### config.mk
export PLATFORM = sky130hd
export DESIGN_NAME = gamepad_stick_direction_quantizer
export DESIGN_NICKNAME = d
export VERILOG_FILES = /design/src/gsdq_pkg.sv /design/src/gsdq_stick_lane.sv /design/src/gamepad_stick_direction_quantizer.sv
export SDC_FILE = /design/constraint.sdc
export NUM_CORES = 2
export LEC_CHECK = 0
export ABC_CLOCK_PERIOD_IN_PS = 8050
export BUFFER_PORTS_ARGS = -buffer_cell sky130_fd_sc_hd__buf_2
export CAP_MARGIN = 10
export CORE_MARGIN = 3
export CORE_UTILIZATION = 45
export DETAILED_ROUTE_END_ITERATION = 7
export PLACE_DENSITY = 0.59
export SYNTH_ARGS = -nofsm -noshare
export SYNTH_HDL_FRONTEND = slang
export SYNTH_SLANG_ARGS = --single-unit
### constraint.sdc
create_clock -name clk -period 8.05 [get_ports clk]
set_clock_uncertainty 0.05 [all_clocks]
set_input_delay 1.61 -clock clk [delete_from_list [all_inputs] [get_ports clk]]
set_output_delay 1.61 -clock clk [all_outputs]
set_load 0.05 [all_outputs]
### src/gsdq_pkg.sv
// Shared types, constants and helper functions for the gamepad stick direction quantizer.
`timescale 1ns / 1ps

package gsdq_pkg;

    // Field widths
    localparam int AxisW    = 16;
    localparam int MarginW  = 15;
    localparam int DirW     = 4;
    localparam int PowerW   = 8;
    localparam int PctW     = 7;
    localparam int CfgIdxW  = 2;
    localparam int InDataW  = 96;
    localparam int OutDataW = 48;

    // Square root datapath: radicand holds 10000 * (x*x + y*y) < 2^45
    localparam int SqW       = 31;
    localparam int RadW      = 46;
    localparam int RootW     = RadW / 2;
    localparam int RemW      = RootW + 2;
    localparam int RootSteps = RadW / 2;
    localparam int StepW     = 5;
    localparam int PowerShift = 15;

    // Configuration register indexes
    localparam logic [CfgIdxW-1:0] CfgDeadZone   = 2'd0;
    localparam logic [CfgIdxW-1:0] CfgTurnHold   = 2'd1;
    localparam logic [CfgIdxW-1:0] CfgPowerEn    = 2'd2;

    // Reset values
    localparam logic [MarginW-1:0] DeadZoneReset = 15'd2000;
    localparam logic [PowerW-1:0]  PowerUnknown  = 8'hFF;
    localparam logic [PctW-1:0]    PowerMax      = 7'd100;

    // Direction codes
    typedef enum logic [DirW-1:0] {
        DIR_NONE = 4'd0,
        DIR_N    = 4'd1,
        DIR_NE   = 4'd2,
        DIR_E    = 4'd3,
        DIR_SE   = 4'd4,
        DIR_S    = 4'd5,
        DIR_SW   = 4'd6,
        DIR_W    = 4'd7,
        DIR_NW   = 4'd8
    } dir_t;

    // Status from one stick lane to the merge stage
    typedef struct packed {
        logic            done;
        dir_t            direction;
        logic [PctW-1:0] power;
    } lane_result_t;

    // Trigger percentage: 25*|t|/16384 truncated toward zero, signed, plus 50
    function automatic logic [PctW-1:0] trigger_power(input logic [AxisW-1:0] t);
        logic [AxisW:0]   ext;
        logic [AxisW:0]   mag;
        logic [21:0]      prod;
        logic [PctW-1:0]  q;
        ext  = {t[AxisW-1], t};
        mag  = t[AxisW-1] ? ((AxisW+1)'(0) - ext) : ext;
        prod = 22'(mag) * 22'd25;
        q    = PctW'(prod[21:14]);
        return t[AxisW-1] ? (PctW'(50) - q) : (PctW'(50) + q);
    endfunction

    // Trigger held: t strictly above 2*m - 32768
    function automatic logic trigger_held(input logic [AxisW-1:0] t,
                                          input logic [MarginW-1:0] m);
        logic signed [AxisW+1:0] thr;
        logic signed [AxisW+1:0] tv;
        thr = $signed({2'b00, m, 1'b0}) - $signed(18'd32768);
        tv  = $signed({{2{t[AxisW-1]}}, t});
        return tv > thr;
    endfunction

endpackage

### src/gsdq_stick_lane.sv
// One stick lane: eight-way direction with turn-hold flag, and iterative magnitude.
`timescale 1ns / 1ps

module gsdq_stick_lane (
    input  logic                              clk,
    input  logic                              rst_n,
    input  logic                              start,
    input  logic [gsdq_pkg::AxisW-1:0]        x,
    input  logic [gsdq_pkg::AxisW-1:0]        y,
    input  logic [gsdq_pkg::MarginW-1:0]      dead_zone,
    input  logic                              turn_hold_enable,
    output gsdq_pkg::lane_result_t            result
);

    typedef enum logic [1:0] {
        L_IDLE,
        L_SQUARE,
        L_SCALE,
        L_ROOT
    } lane_state_t;

    lane_state_t                      state_reg;
    logic [gsdq_pkg::StepW-1:0]       step_reg;
    logic                             done_reg;
    gsdq_pkg::dir_t                   dir_reg;
    logic [gsdq_pkg::PctW-1:0]        power_reg;
    logic                             went_down_reg;

    logic [gsdq_pkg::AxisW:0]         ax_reg;
    logic [gsdq_pkg::AxisW:0]         ay_reg;
    logic [gsdq_pkg::SqW-1:0]         sqx_reg;
    logic [gsdq_pkg::SqW-1:0]         sqy_reg;
    logic [gsdq_pkg::RadW-1:0]        rad_reg;
    logic [gsdq_pkg::RemW-1:0]        rem_reg;
    logic [gsdq_pkg::RootW-1:0]       root_reg;

    // Direction decode, strict margin compares
    logic signed [gsdq_pkg::AxisW:0]  xs, ys, mp, mn;
    logic                             x_hi, x_lo, y_hi, y_lo, xc, yc;
    gsdq_pkg::dir_t                   dir_next;
    logic                             went_down_next;

    always_comb
    begin
        xs   = $signed({x[gsdq_pkg::AxisW-1], x});
        ys   = $signed({y[gsdq_pkg::AxisW-1], y});
        mp   = $signed({2'b00, dead_zone});
        mn   = -mp;
        x_hi = xs > mp;
        x_lo = xs < mn;
        y_hi = ys > mp;
        y_lo = ys < mn;
        xc   = (xs > mn) && (xs < mp);
        yc   = (ys > mn) && (ys < mp);
        went_down_next = went_down_reg;
        priority if (x_hi && y_lo)
        begin
            dir_next = gsdq_pkg::DIR_NE;
            if (turn_hold_enable) went_down_next = 1'b0;
        end
        else if (x_hi && y_hi)
        begin
            dir_next = gsdq_pkg::DIR_SE;
            if (turn_hold_enable) went_down_next = 1'b1;
        end
        else if (x_lo && y_lo)
        begin
            dir_next = gsdq_pkg::DIR_NW;
            if (turn_hold_enable) went_down_next = 1'b0;
        end
        else if (x_lo && y_hi)
        begin
            dir_next = gsdq_pkg::DIR_SW;
            if (turn_hold_enable) went_down_next = 1'b1;
        end
        else if (xc && y_lo)
        begin
            dir_next = gsdq_pkg::DIR_N;
        end
        else if (xc && y_hi)
        begin
            dir_next = gsdq_pkg::DIR_S;
        end
        else if (yc && x_hi)
        begin
            dir_next = !turn_hold_enable ? gsdq_pkg::DIR_E :
                       (went_down_reg ? gsdq_pkg::DIR_SE : gsdq_pkg::DIR_NE);
        end
        else if (yc && x_lo)
        begin
            dir_next = !turn_hold_enable ? gsdq_pkg::DIR_W :
                       (went_down_reg ? gsdq_pkg::DIR_SW : gsdq_pkg::DIR_NW);
        end
        else
        begin
            dir_next = gsdq_pkg::DIR_NONE;
        end
    end

    // One restoring square root step: two radicand bits in, one root bit out
    logic [gsdq_pkg::RemW:0]          rem_shift;
    logic [gsdq_pkg::RemW:0]          trial;
    logic [gsdq_pkg::RemW:0]          diff;
    logic                             fits;
    logic [gsdq_pkg::RemW-1:0]        rem_next;
    logic [gsdq_pkg::RootW-1:0]       root_next;
    logic [gsdq_pkg::PowerW-1:0]      pct_raw;
    logic [gsdq_pkg::PctW-1:0]        pct_next;
    logic [gsdq_pkg::AxisW:0]         ax_next, ay_next;

    always_comb
    begin
        rem_shift = {rem_reg[gsdq_pkg::RemW-2:0], rad_reg[gsdq_pkg::RadW-1 -: 2]};
        trial     = {1'b0, root_reg, 2'b01};
        diff      = rem_shift - trial;
        fits      = rem_shift >= trial;
        rem_next  = fits ? diff[gsdq_pkg::RemW-1:0] : rem_shift[gsdq_pkg::RemW-1:0];
        root_next = {root_reg[gsdq_pkg::RootW-2:0], fits};
        pct_raw   = root_next[gsdq_pkg::PowerShift +: gsdq_pkg::PowerW];
        pct_next  = (pct_raw > gsdq_pkg::PowerW'(gsdq_pkg::PowerMax)) ?
                    gsdq_pkg::PowerMax : pct_raw[gsdq_pkg::PctW-1:0];
        ax_next   = x[gsdq_pkg::AxisW-1] ? ((gsdq_pkg::AxisW+1)'(0) - xs) : xs;
        ay_next   = y[gsdq_pkg::AxisW-1] ? ((gsdq_pkg::AxisW+1)'(0) - ys) : ys;
    end

    // Lane sequencer and registered results
    always_ff @(posedge clk or negedge rst_n)
    begin
        if (!rst_n)
        begin
            state_reg     <= L_IDLE;
            step_reg      <= '0;
            done_reg      <= 1'b0;
            dir_reg       <= gsdq_pkg::DIR_NONE;
            power_reg     <= '0;
            went_down_reg <= 1'b0;
        end
        else
        begin
            done_reg <= 1'b0;
            unique case (state_reg)
                L_IDLE:
                begin
                    if (start)
                    begin
                        dir_reg       <= dir_next;
                        went_down_reg <= went_down_next;
                        state_reg     <= L_SQUARE;
                    end
                end
                L_SQUARE:
                begin
                    state_reg <= L_SCALE;
                end
                L_SCALE:
                begin
                    step_reg  <= gsdq_pkg::StepW'(gsdq_pkg::RootSteps - 1);
                    state_reg <= L_ROOT;
                end
                L_ROOT:
                begin
                    if (step_reg == '0)
                    begin
                        power_reg <= pct_next;
                        done_reg  <= 1'b1;
                        state_reg <= L_IDLE;
                    end
                    step_reg <= step_reg - 1'b1;
                end
                default:
                begin
                    state_reg <= L_IDLE;
                end
            endcase
        end
    end

    // Magnitude datapath
    always_ff @(posedge clk)
    begin
        if (state_reg == L_IDLE && start)
        begin
            ax_reg <= ax_next;
            ay_reg <= ay_next;
        end
        if (state_reg == L_SQUARE)
        begin
            sqx_reg <= gsdq_pkg::SqW'(ax_reg) * gsdq_pkg::SqW'(ax_reg);
            sqy_reg <= gsdq_pkg::SqW'(ay_reg) * gsdq_pkg::SqW'(ay_reg);
        end
        if (state_reg == L_SCALE)
        begin
            rad_reg  <= gsdq_pkg::RadW'(({1'b0, sqx_reg} + {1'b0, sqy_reg}) *
                                        gsdq_pkg::RadW'(10000));
            rem_reg  <= '0;
            root_reg <= '0;
        end
        if (state_reg == L_ROOT)
        begin
            rad_reg  <= {rad_reg[gsdq_pkg::RadW-3:0], 2'b00};
            rem_reg  <= rem_next;
            root_reg <= root_next;
        end
    end

    assign result.done      = done_reg;
    assign result.direction = dir_reg;
    assign result.power     = power_reg;

    // Checks
    property p_no_start_busy;
        @(posedge clk) disable iff (!rst_n)
        (state_reg != L_IDLE) |-> !start;
    endproperty
    a_no_start_busy: assert property (p_no_start_busy)
        else $error("lane started while busy");

    property p_done_from_root;
        @(posedge clk) disable iff (!rst_n)
        done_reg |-> $past(state_reg == L_ROOT);
    endproperty
    a_done_from_root: assert property (p_done_from_root)
        else $error("lane done without root pass");

    property p_power_clamped;
        @(posedge clk) disable iff (!rst_n)
        done_reg |-> (power_reg <= gsdq_pkg::PowerMax);
    endproperty
    a_power_clamped: assert property (p_power_clamped)
        else $error("stick power above clamp");

endmodule

### src/gamepad_stick_direction_quantizer.sv
// Top level: config registers, two stick lanes, trigger logic and output merge.
// One sample is in flight at a time: the next is accepted once the previous result has been
// loaded into the output register. Each stick lane finds the magnitude with the 23-step
// bit-pair square root.
// A result waiting in the output register does not block the next sample.
// Reset: async active low; dead zone 2000, turn hold off, power on,
// turn-hold flags clear, held power values -1.
`timescale 1ns / 1ps

module gamepad_stick_direction_quantizer (
    input  logic                                  clk,
    input  logic                                  rst_n,
    // Sample stream
    input  logic                                  s_tvalid,
    output logic                                  s_tready,
    // left_x, left_y, right_x, right_y, left_trigger, right_trigger (16 b each)
    input  logic [gsdq_pkg::InDataW-1:0]          s_tdata,
    // Result stream
    output logic                                  m_tvalid,
    input  logic                                  m_tready,
    // left_direction(4), right_direction(4), left_power(8), right_power(8),
    // left_trigger_held(1), right_trigger_held(1), left_trigger_power(8),
    // right_trigger_power(8), zero pad(6)
    output logic [gsdq_pkg::OutDataW-1:0]         m_tdata,
    // Configuration writes
    input  logic                                  cfg_valid,
    output logic                                  cfg_ready,
    input  logic [gsdq_pkg::CfgIdxW-1:0]          cfg_index,
    input  logic [gsdq_pkg::MarginW-1:0]          cfg_data
);

    typedef enum logic [1:0] {
        ST_IDLE,
        ST_RUN,
        ST_HOLD
    } top_state_t;

    top_state_t                         state_reg;
    logic                               m_tvalid_reg;
    logic [gsdq_pkg::OutDataW-1:0]      m_tdata_reg;

    logic [gsdq_pkg::MarginW-1:0]       dead_zone_reg;
    logic                               turn_hold_reg;
    logic                               power_en_reg;

    logic [gsdq_pkg::PowerW-1:0]        stick_pow_reg [2];
    logic [gsdq_pkg::PowerW-1:0]        trig_pow_reg  [2];
    logic [gsdq_pkg::PctW-1:0]          trig_pct_reg  [2];
    logic                               trig_held_reg [2];

    gsdq_pkg::lane_result_t             left_res;
    gsdq_pkg::lane_result_t             right_res;

    logic                               in_fire;
    logic                               out_load;
    logic [gsdq_pkg::PowerW-1:0]        stick_pow_next [2];
    logic [gsdq_pkg::PowerW-1:0]        trig_pow_next  [2];
    logic [gsdq_pkg::OutDataW-1:0]      m_tdata_next;

    assign s_tready  = (state_reg == ST_IDLE);
    assign in_fire   = s_tvalid && s_tready;
    assign cfg_ready = 1'b1;
    assign m_tvalid  = m_tvalid_reg;
    assign m_tdata   = m_tdata_reg;

    // Stick lanes
    gsdq_stick_lane u_left_lane (
        .clk              (clk),
        .rst_n            (rst_n),
        .start            (in_fire),
        .x                (s_tdata[15:0]),
        .y                (s_tdata[31:16]),
        .dead_zone        (dead_zone_reg),
        .turn_hold_enable (turn_hold_reg),
        .result           (left_res)
    );

    gsdq_stick_lane u_right_lane (
        .clk              (clk),
        .rst_n            (rst_n),
        .start            (in_fire),
        .x                (s_tdata[47:32]),
        .y                (s_tdata[63:48]),
        .dead_zone        (dead_zone_reg),
        .turn_hold_enable (turn_hold_reg),
        .result           (right_res)
    );

    // Merge: pick fresh or held power values and pack the result
    always_comb
    begin
        out_load = ((state_reg == ST_RUN && left_res.done) || state_reg == ST_HOLD) &&
                   (!m_tvalid_reg || m_tready);
        if (power_en_reg)
        begin
            stick_pow_next[0] = {1'b0, left_res.power};
            stick_pow_next[1] = {1'b0, right_res.power};
            trig_pow_next[0]  = {1'b0, trig_pct_reg[0]};
            trig_pow_next[1]  = {1'b0, trig_pct_reg[1]};
        end
        else
        begin
            stick_pow_next[0] = stick_pow_reg[0];
            stick_pow_next[1] = stick_pow_reg[1];
            trig_pow_next[0]  = trig_pow_reg[0];
            trig_pow_next[1]  = trig_pow_reg[1];
        end
        m_tdata_next = {6'b000000,
                        trig_pow_next[1], trig_pow_next[0],
                        trig_held_reg[1], trig_held_reg[0],
                        stick_pow_next[1], stick_pow_next[0],
                        right_res.direction, left_res.direction};
    end

    // Control state, output valid and configuration
    always_ff @(posedge clk or negedge rst_n)
    begin
        if (!rst_n)
        begin
            state_reg        <= ST_IDLE;
            m_tvalid_reg     <= 1'b0;
            dead_zone_reg    <= gsdq_pkg::DeadZoneReset;
            turn_hold_reg    <= 1'b0;
            power_en_reg     <= 1'b1;
            stick_pow_reg[0] <= gsdq_pkg::PowerUnknown;
            stick_pow_reg[1] <= gsdq_pkg::PowerUnknown;
            trig_pow_reg[0]  <= gsdq_pkg::PowerUnknown;
            trig_pow_reg[1]  <= gsdq_pkg::PowerUnknown;
        end
        else
        begin
            unique case (state_reg)
                ST_IDLE:
                begin
                    if (in_fire) state_reg <= ST_RUN;
                end
                ST_RUN:
                begin
                    if (left_res.done) state_reg <= out_load ? ST_IDLE : ST_HOLD;
                end
                ST_HOLD:
                begin
                    if (out_load) state_reg <= ST_IDLE;
                end
                default:
                begin
                    state_reg <= ST_IDLE;
                end
            endcase

            if (out_load)
            begin
                m_tvalid_reg     <= 1'b1;
                stick_pow_reg[0] <= stick_pow_next[0];
                stick_pow_reg[1] <= stick_pow_next[1];
                trig_pow_reg[0]  <= trig_pow_next[0];
                trig_pow_reg[1]  <= trig_pow_next[1];
            end
            else if (m_tready)
            begin
                m_tvalid_reg <= 1'b0;
            end

            if (cfg_valid && cfg_ready)
            begin
                unique case (cfg_index)
                    gsdq_pkg::CfgDeadZone: dead_zone_reg <= cfg_data;
                    gsdq_pkg::CfgTurnHold: turn_hold_reg <= cfg_data[0];
                    gsdq_pkg::CfgPowerEn:  power_en_reg  <= cfg_data[0];
                    default:               ;
                endcase
            end
        end
    end

    // Trigger results captured with the sample, output payload
    always_ff @(posedge clk)
    begin
        if (in_fire)
        begin
            trig_pct_reg[0]  <= gsdq_pkg::trigger_power(s_tdata[79:64]);
            trig_pct_reg[1]  <= gsdq_pkg::trigger_power(s_tdata[95:80]);
            trig_held_reg[0] <= gsdq_pkg::trigger_held(s_tdata[79:64], dead_zone_reg);
            trig_held_reg[1] <= gsdq_pkg::trigger_held(s_tdata[95:80], dead_zone_reg);
        end
        if (out_load)
        begin
            m_tdata_reg <= m_tdata_next;
        end
    end

    // Checks
    property p_lanes_in_step;
        @(posedge clk) disable iff (!rst_n)
        left_res.done == right_res.done;
    endproperty
    a_lanes_in_step: assert property (p_lanes_in_step)
        else $error("stick lanes finished on different cycles");

    property p_done_only_running;
        @(posedge clk) disable iff (!rst_n)
        left_res.done |-> (state_reg == ST_RUN);
    endproperty
    a_done_only_running: assert property (p_done_only_running)
        else $error("lane result outside a running transaction");

    property p_load_sets_valid;
        @(posedge clk) disable iff (!rst_n)
        out_load |=> m_tvalid_reg;
    endproperty
    a_load_sets_valid: assert property (p_load_sets_valid)
        else $error("result load did not raise valid");

    property p_one_in_flight;
        @(posedge clk) disable iff (!rst_n)
        in_fire |=> !s_tready;
    endproperty
    a_one_in_flight: assert property (p_one_in_flight)
        else $error("second sample taken while one is in flight");

endmodule

==> Word-level counts from Yosys, hierarchy flattened <==
Memory sizes are Yosys's and may differ from the RTL's. A register that Yosys moved wholly into a read port is not among the register bits.
Cells that the tools add are included.
{ "word_totals": {"reg_bits": 503, "ram_bits": 16, "in_bits": 118, "output_inout_bits": 51, "elab_cells": 238, "mem_count": 2} }
{ "op_classes": {"add_sub_neg": 18, "mul": 8, "n_lt_le_gt_ge": 22, "n_eq_ne": 17, "mux": 79, "n_reduce_logical": 51} }
{ "mem_list": {"columns": ["name", "words", "width", "read_ports", "rd_ports_with_merged_regs", "wr", "line_no", "source"], "rows": [
  ["trig_pct_reg", 2, 7, 2, 0, 2, "gamepad_stick_direction_quantizer.sv:48", "logic [gsdq_pkg::PctW-1:0] trig_pct_reg [2];"],
  ["trig_held_reg", 2, 1, 2, 2, 2, "gamepad_stick_direction_quantizer.sv:49", "logic trig_held_reg [2];"]
]} }
{ "op_table": {"columns": ["cell", "count"], "rows": [
  ["46-bit two-way mux", 4],
  ["24-bit two-way mux", 6],
  ["17-bit by 17-bit multiplier with 31-bit output", 4],
  ["16-bit by 17-bit > comparator with 1-bit output", 6],
  ["1-bit by 16-bit subtractor with 17-bit output (first input constant)", 6],
  ["46-bit by 10-bit multiplier with 42-bit output (second input constant)", 2],
  ["23-bit two-way mux", 4],
  ["4-bit two-way mux", 22],
  ["16-bit by 17-bit < comparator with 1-bit output", 4],
  ["31-bit by 31-bit adder with 32-bit output", 2],
  ["16-bit > comparator", 4],
  ["16-bit < comparator", 4],
  ["15-bit two-way mux", 4],
  ["26-bit by 25-bit greater-or-equal comparator with 1-bit output", 2],
  ["24-bit subtractor", 2],
  ["17-bit by 5-bit multiplier with 21-bit output (second input constant)", 2],
  ["17-bit two-way mux", 2],
  ["16-bit two-way mux", 2],
  ["7-bit two-way mux", 4],
  ["1-bit logical AND", 25],
  ["5-bit case mux with 2 select lines", 2],
  ["1-bit two-way mux", 18],
  ["2-bit AND reduction", 9],
  ["15-bit negation with 17-bit output", 1],
  ["other kinds (20)", 54]
]} }

==> Longest topological paths before layout <==
{ "depth": {"ltp_word": 12, "depth_mapped": 32, "depth_no_buf": 32} }

==> Modules after synthesis <==
From an unflattened synthesis, not the netlist that was laid out.
{ "hier_totals": {"cells_unflattened": 7658, "area_unflattened_um2": 74372.6} }
{ "by_module_without_submodules": {"columns": ["mod", "n_inst", "cells_per_inst", "area_each_um2", "seq_area_each_um2"], "rows": [
  ["gsdq_stick_lane at u_right_lane", 1, 3435, 32964.1, 5995.8],
  ["gsdq_stick_lane at u_left_lane", 1, 3409, 32732.6, 5995.8],
  ["gamepad_stick_direction_quantizer", 1, 814, 8675.8, 3091.7]
]} }

==> Least setup slack after synthesis <==
Ideal clock, no wire load.
{ "synth_path": {"path_type": "reg-to-reg", "start": "register u_left_lane.sqy_reg[3] (netlist name)", "end": "register u_left_lane.rad_reg[44] (netlist name) (data pin)", "setup_time_ns": 0.269, "arrival_time_ns": 7.181, "t_required_ns": 7.731, "setup_slack_ns": 0.549, "stages_incl_launch_ff": 31, "n_path_buf": 1, "synth_period_minus_slack_ns": 7.501, "path_cell_list": "edfxtp_1 ha_1 a211oi_2 o21bai_2 o311a_4 o21a_1 o21a_1 o21a_1 o21a_1 nor2_1 xor2_1 fa_1 inv_1 ha_1 fa_1 ha_1 inv_1 fa_1 inv_1 ha_1 clkbuf_1 nand4_1 nor3_1 or4b_1 nand4_1 a311oi_1 o311ai_0 nand2_1 o21ai_0 xnor2_1 o21ai_0"} }
{ "synth_via": {"elab_chain_len": 4} }
{ "synth_lines": {"columns": ["element", "line_no", "source"], "rows": [
  ["from (decl)", "gsdq_stick_lane.sv:32", "logic [gsdq_pkg::SqW-1:0] sqy_reg;"],
  ["from (signal assigned)", "gsdq_stick_lane.sv:189", "sqy_reg <= gsdq_pkg::SqW'(ay_reg) * gsdq_pkg::SqW'(ay_reg);"],
  ["31-bit by 31-bit adder with 32-bit output", "gsdq_stick_lane.sv:193", "rad_reg <= gsdq_pkg::RadW'(({1'b0, sqx_reg} + {1'b0, sqy_reg}) *"],
  ["46-bit by 10-bit multiplier with 42-bit output", "gsdq_stick_lane.sv:193", null],
  ["46-bit two-way mux", "gsdq_stick_lane.sv:191", "if (state_reg == L_SCALE)"],
  ["46-bit two-way mux", "gsdq_stick_lane.sv:198", "if (state_reg == L_ROOT)"],
  ["to (signal assigned)", "gsdq_stick_lane.sv:193", null],
  ["to (signal assigned)", "gsdq_stick_lane.sv:200", "rad_reg <= {rad_reg[gsdq_pkg::RadW-3:0], 2'b00};"],
  ["to (decl)", "gsdq_stick_lane.sv:33", "logic [gsdq_pkg::RadW-1:0] rad_reg;"]
]} }
Every way passes these cells. The select of a mux whose other input is x is not followed.
A chain may end at the register's enable or synchronous reset.

==> Worst setup path in the final report <==
{ "layout_path": {"start": "register u_left_lane.sqy_reg[3] (netlist name)", "end": "register u_left_lane.rad_reg[45] (netlist name) (data pin)"} }
Same word-level chain as after synthesis.

==> results_tabular.tex <==
\begin{tabular}{lr}
\hline
Metric & Value \\
\hline
\multicolumn{2}{l}{\textbf{Logic synthesis}} \\
\quad Proportion of synthesized chip area in sequential cells & 20.5\% \\
\quad Number of enable-type register cells in the synthesized netlist & 424 \\
\quad Mean instance size in the synthesized netlist & 9.74 sq um \\
\quad Synth cell count leaders & sky130\_fd\_sc\_hd\_\_inv\_1, sky130\_fd\_sc\_hd\_\_ha\_1, sky130\_fd\_sc\_hd\_\_fa\_1, sky130\_fd\_sc\_hd\_\_nand2\_1, sky130\_fd\_sc\_hd\_\_edfxtp\_1 \\
\quad Area share of the largest cell type after synthesis & between 20 and 30\% \\
\quad Number of standard cells after synthesis & 7533 \\
\quad Flip-flop and latch count after synthesis & 515 \\
\quad Most repeated cell in the gate-level netlist after synthesis & sky130\_fd\_sc\_hd\_\_inv\_1 \\
\quad YS warnings & 0 \\
\quad Post-synthesis cell type with the largest combined area & sky130\_fd\_sc\_hd\_\_fa\_1 \\
\quad Unique masters post-synth & between 80 and 90 \\
\quad Post-synth top flop & sky130\_fd\_sc\_hd\_\_edfxtp\_1 \\
\quad Post-synthesis cell area & 0.0734 sq mm \\
\quad Ys async rst share & 17.7\% \\
\quad Top post-synthesis cells by area & sky130\_fd\_sc\_hd\_\_fa\_1, sky130\_fd\_sc\_hd\_\_ha\_1, sky130\_fd\_sc\_hd\_\_edfxtp\_1 \\
\multicolumn{2}{l}{\textbf{Cells and area}} \\
\quad Area Overhead vs Synth & 8.22\% \\
\quad Share of post-route cells with drive strength above 1 & about 7\% \\
\quad Final-stage net count & 9784 \\
\quad Cell area after layout & 0.0794 sq mm \\
\multicolumn{2}{l}{\textbf{Floorplanning}} \\
\quad Die ar. & between 0.15 and 0.2 sq mm \\
\quad Die Span X & 410 um \\
\quad Initial cell density of the core & 45.5\% \\
\quad IO Pins & roughly 170 \\
\quad Die span in y & 410 um \\
\quad Floorplan core area & roughly 0.16 sq mm \\
\quad Row count & 147 \\
\multicolumn{2}{l}{\textbf{Timing}} \\
\quad Fmax & 129 MHz \\
\quad Count of endpoints failing setup in the final report & 0 \\
\quad Pins Over Slew Limit & 0 \\
\quad Hold WS & 0.380 ns \\
\quad Final critical-path required period & $\sim$7.7 ns \\
\quad Slew headroom & 22.9\% \\
\quad Final Hold Violating Endpoints & 0 \\
\quad Post-route clock period utilization & 96.1\% \\
\quad Transition time at the pin with the least slew margin & 1.14 ns \\
\multicolumn{2}{l}{\textbf{Route}} \\
\quad Final WL & 168000 um \\
\quad Post-route DRC violation count & 0 \\
\quad Antenna Violating Nets Remaining & 0 \\
\quad Initial DRC Count & 2626 \\
\quad Per-cell via count in the routed design & between 5 and 6 \\
\quad Total vias in the final route & between 50000 and 60000 \\
\quad Average wire per standard cell & 16.9 um \\
\quad First drt pass iteration count & 6 \\
\multicolumn{2}{l}{\textbf{Critical path}} \\
\quad Crit path launch & u\_left\_lane.sqy\_reg[3]\$\_DFFE\_PN\_ \\
\quad Crit path kind & flip-flop to flip-flop \\
\quad CP max FO & 5 \\
\quad Endpoint kind of the worst setup timing path & flip-flop \\
\quad Worst endpoint data arrival time & 8.09 ns \\
\quad CP Data Required Time & $\sim$8.4 ns \\
\quad RR Startpoint & u\_left\_lane.sqy\_reg[3]\$\_DFFE\_PN\_ \\
\quad Nature of the critical path startpoint & flip-flop \\
\multicolumn{2}{l}{\textbf{Global route}} \\
\quad GRT Total Usage & 20.6\% \\
\quad Overall overflow remaining after global route & 0 \\
\quad Antenna violations before repair & 33 \\
\quad Global-route wire length before repair & 280000 um \\
\quad Via count of the first global-routing pass & roughly 54000 \\
\quad Pin count of the biggest net entering global routing & 79 \\
\multicolumn{2}{l}{\textbf{CTS}} \\
\quad Hold-fix buffer count after cts & 0 \\
\quad Clock-pin slew on the worst setup and hold paths & 0.06 ns \\
\quad Number of buffers created by CTS & 68 \\
\quad Clk Latency, worst-skew pair & roughly 0.7 ns \\
\quad Cell at the root of the clock tree & sky130\_fd\_sc\_hd\_\_clkbuf\_16 \\
\quad Clock tree from TritonCTS & done \\
\quad Bufs on Longest Clock Path & 3 \\
\quad H-tree depth & 3 \\
\quad TritonCTS Sinks & 515 \\
\multicolumn{2}{l}{\textbf{Placement}} \\
\quad Area post-placement & 0.0770 sq mm \\
\quad Placed wire-length estimate & approximately 140000 um \\
\quad Number of buffer cells added on primary ports & $\sim$160 \\
\quad Final weighted congestion in routability-driven placement & 0.888 \\
\multicolumn{2}{l}{\textbf{Worst hold path}} \\
\quad Min-delay worst type & flip-flop to flip-flop \\
\quad Startpoint of the lowest-slack hold path & trig\_held\_reg[0][1]\$\_DFFE\_PP\_ \\
\multicolumn{2}{l}{\textbf{Run}} \\
\quad Maximum capacitance violations & 0 \\
\multicolumn{2}{l}{\textbf{Run status}} \\
\quad Status & complete, no violations \\
\hline
\end{tabular}
[routing by layer]
| metal | up-vias | routed length (um) | global-route usage, % |
|---|---|---|---|
| li1 | 24800 | - | - |
| met1 | 25100 | 76400 | 28.0 |
| met2 | 966 | 78900 | 34.4 |
| met3 | 250 | 7900 | 3.38 |
| met4 | 12 | 4720 | 5.37 |
| met5 | - | 84 | 0 |
[critical path, stage by stage, from the launching register on]
cell and delay, ns:
sky130_fd_sc_hd__edfxtp_1 0.42, sky130_fd_sc_hd__ha_4 0.28, sky130_fd_sc_hd__a211oi_4 0.27, sky130_fd_sc_hd__o21bai_2 0.12, sky130_fd_sc_hd__o311a_4 0.35, sky130_fd_sc_hd__o311a_4 0.39
sky130_fd_sc_hd__a22o_4 0.25, sky130_fd_sc_hd__o21a_1 0.18, sky130_fd_sc_hd__o41a_1 0.44, sky130_fd_sc_hd__a211o_4 0.43, sky130_fd_sc_hd__o31ai_4 0.31, sky130_fd_sc_hd__xnor2_2 0.13
sky130_fd_sc_hd__fa_1 0.48, sky130_fd_sc_hd__ha_1 0.29, sky130_fd_sc_hd__inv_1 0.05, sky130_fd_sc_hd__fa_1 0.53, sky130_fd_sc_hd__inv_1 0.05, sky130_fd_sc_hd__ha_1 0.29
sky130_fd_sc_hd__ha_1 0.30, sky130_fd_sc_hd__ha_1 0.34, sky130_fd_sc_hd__and3_2 0.26, sky130_fd_sc_hd__a221o_1 0.39, sky130_fd_sc_hd__a21oi_2 0.15, sky130_fd_sc_hd__nor2b_1 0.07
sky130_fd_sc_hd__a41oi_2 0.21, sky130_fd_sc_hd__a31oi_2 0.13, sky130_fd_sc_hd__nor3_1 0.21, sky130_fd_sc_hd__o31ai_2 0.10
[cell usage in the layout (no fill, tap or decap), types with 28 or more instances in the layout]
cell type,Yosys,final
sky130_fd_sc_hd__dfstp_2,39,39
sky130_fd_sc_hd__mux2i_1,42,42
sky130_fd_sc_hd__mux2_2,74,74
sky130_fd_sc_hd__xor2_1,132,127
sky130_fd_sc_hd__nand2b_1,54,54
sky130_fd_sc_hd__or2_2,28,28
sky130_fd_sc_hd__clkbuf_16,0,68
sky130_fd_sc_hd__nor2b_1,72,72
sky130_fd_sc_hd__o31ai_1,48,47
sky130_fd_sc_hd__fa_1,941,941
sky130_fd_sc_hd__nand2_1,551,551
sky130_fd_sc_hd__buf_4,7,82
sky130_fd_sc_hd__ha_1,1028,1022
sky130_fd_sc_hd__nand4_1,54,54
sky130_fd_sc_hd__and3_1,30,29
sky130_fd_sc_hd__a31oi_1,30,28
sky130_fd_sc_hd__nand3_1,61,61
sky130_fd_sc_hd__o21ai_0,252,248
sky130_fd_sc_hd__xnor2_1,313,310
sky130_fd_sc_hd__inv_1,1647,1643
sky130_fd_sc_hd__o21a_1,72,72
sky130_fd_sc_hd__a21o_1,149,149
sky130_fd_sc_hd__and2_1,233,233
sky130_fd_sc_hd__nor3_1,87,85
sky130_fd_sc_hd__edfxtp_1,424,424
sky130_fd_sc_hd__dfrtp_1,52,52
sky130_fd_sc_hd__nor2_1,343,341
sky130_fd_sc_hd__buf_2,1,160
sky130_fd_sc_hd__a21oi_1,276,271
[repair_timing]
| action | in CTS | in global routing |
|---|---|---|
| gates resized for setup | 2 | 42 |
| buffers inserted | 0 | 5 |
| endpoints found under the setup margin | 3 | 16 |
| pin swaps | 0 | 12 |
[worst paths after layout]
| kind | cells after the start | slack [ns] | endpoint |
|---|---|---|---|
| setup / recovery | 27 | 0.31 | u_left_lane.rad_reg[45]$_DFFE_PP_ |
| hold / removal | 0 | 0.38 | m_tdata[25]$_DFFE_PP_ |
| setup reg to reg | 27 | 0.31 | u_left_lane.rad_reg[45]$_DFFE_PP_ |
| hold reg to reg | 0 | 0.38 | m_tdata[25]$_DFFE_PP_ |
| max in group asynchronous | 2 | 5.74 | u_left_lane.dir_reg[0]$_DFFE_PN0P_ |
| min in group asynchronous | 1 | 1.00 | u_right_lane.power_reg[6]$_DFFE_PN0P_ |
[final cells by class]
cell class	count	area (sq um)
Timing Repair Buffer	242	1420
Fill cell	15200	81900
Multi-Input combinational cell	5220	51800
Clock buffer	84	1770
Sequential cell	515	15100
Antenna cell	19	47.5
Tap cell	2160	2700
Clock inverter	39	389
Inverter	1650	6200
[cells by family after synthesis]
logic type | after synthesis | synth area share [%]
AO/OA/AOI/OAI | 1062 | 9.36
XOR/XNOR | 445 | 5.31
adder cells (fa/ha/maj) | 1969 | 43.2
buffers and inverters | 1811 | 9.30
flip-flops | 515 | 20.5
multiplexers | 116 | 1.71
other | 2 | 0.0102
AND/OR/NAND/NOR | 1613 | 10.6
[through the flow]
stage	worst slack (ns)	utilization (%)	instances	setup TNS, ns
2_1_floorplan	0.549	-	7546	0
3_3_place_gp	0.0295	47.7	9782	0
3_5_place_dp	-0.180	47.7	9782	-0.289
4_1_cts	-0.0324	49.1	9905	-0.0324
5_1_grt	-0.00354	49.2	9922	-0.00659
6_report	0.312	49.2	9929	0
Power is left out: the tool's default activity adds up to more than one toggle a clock period on the data nets, which glitch-free logic cannot reach.
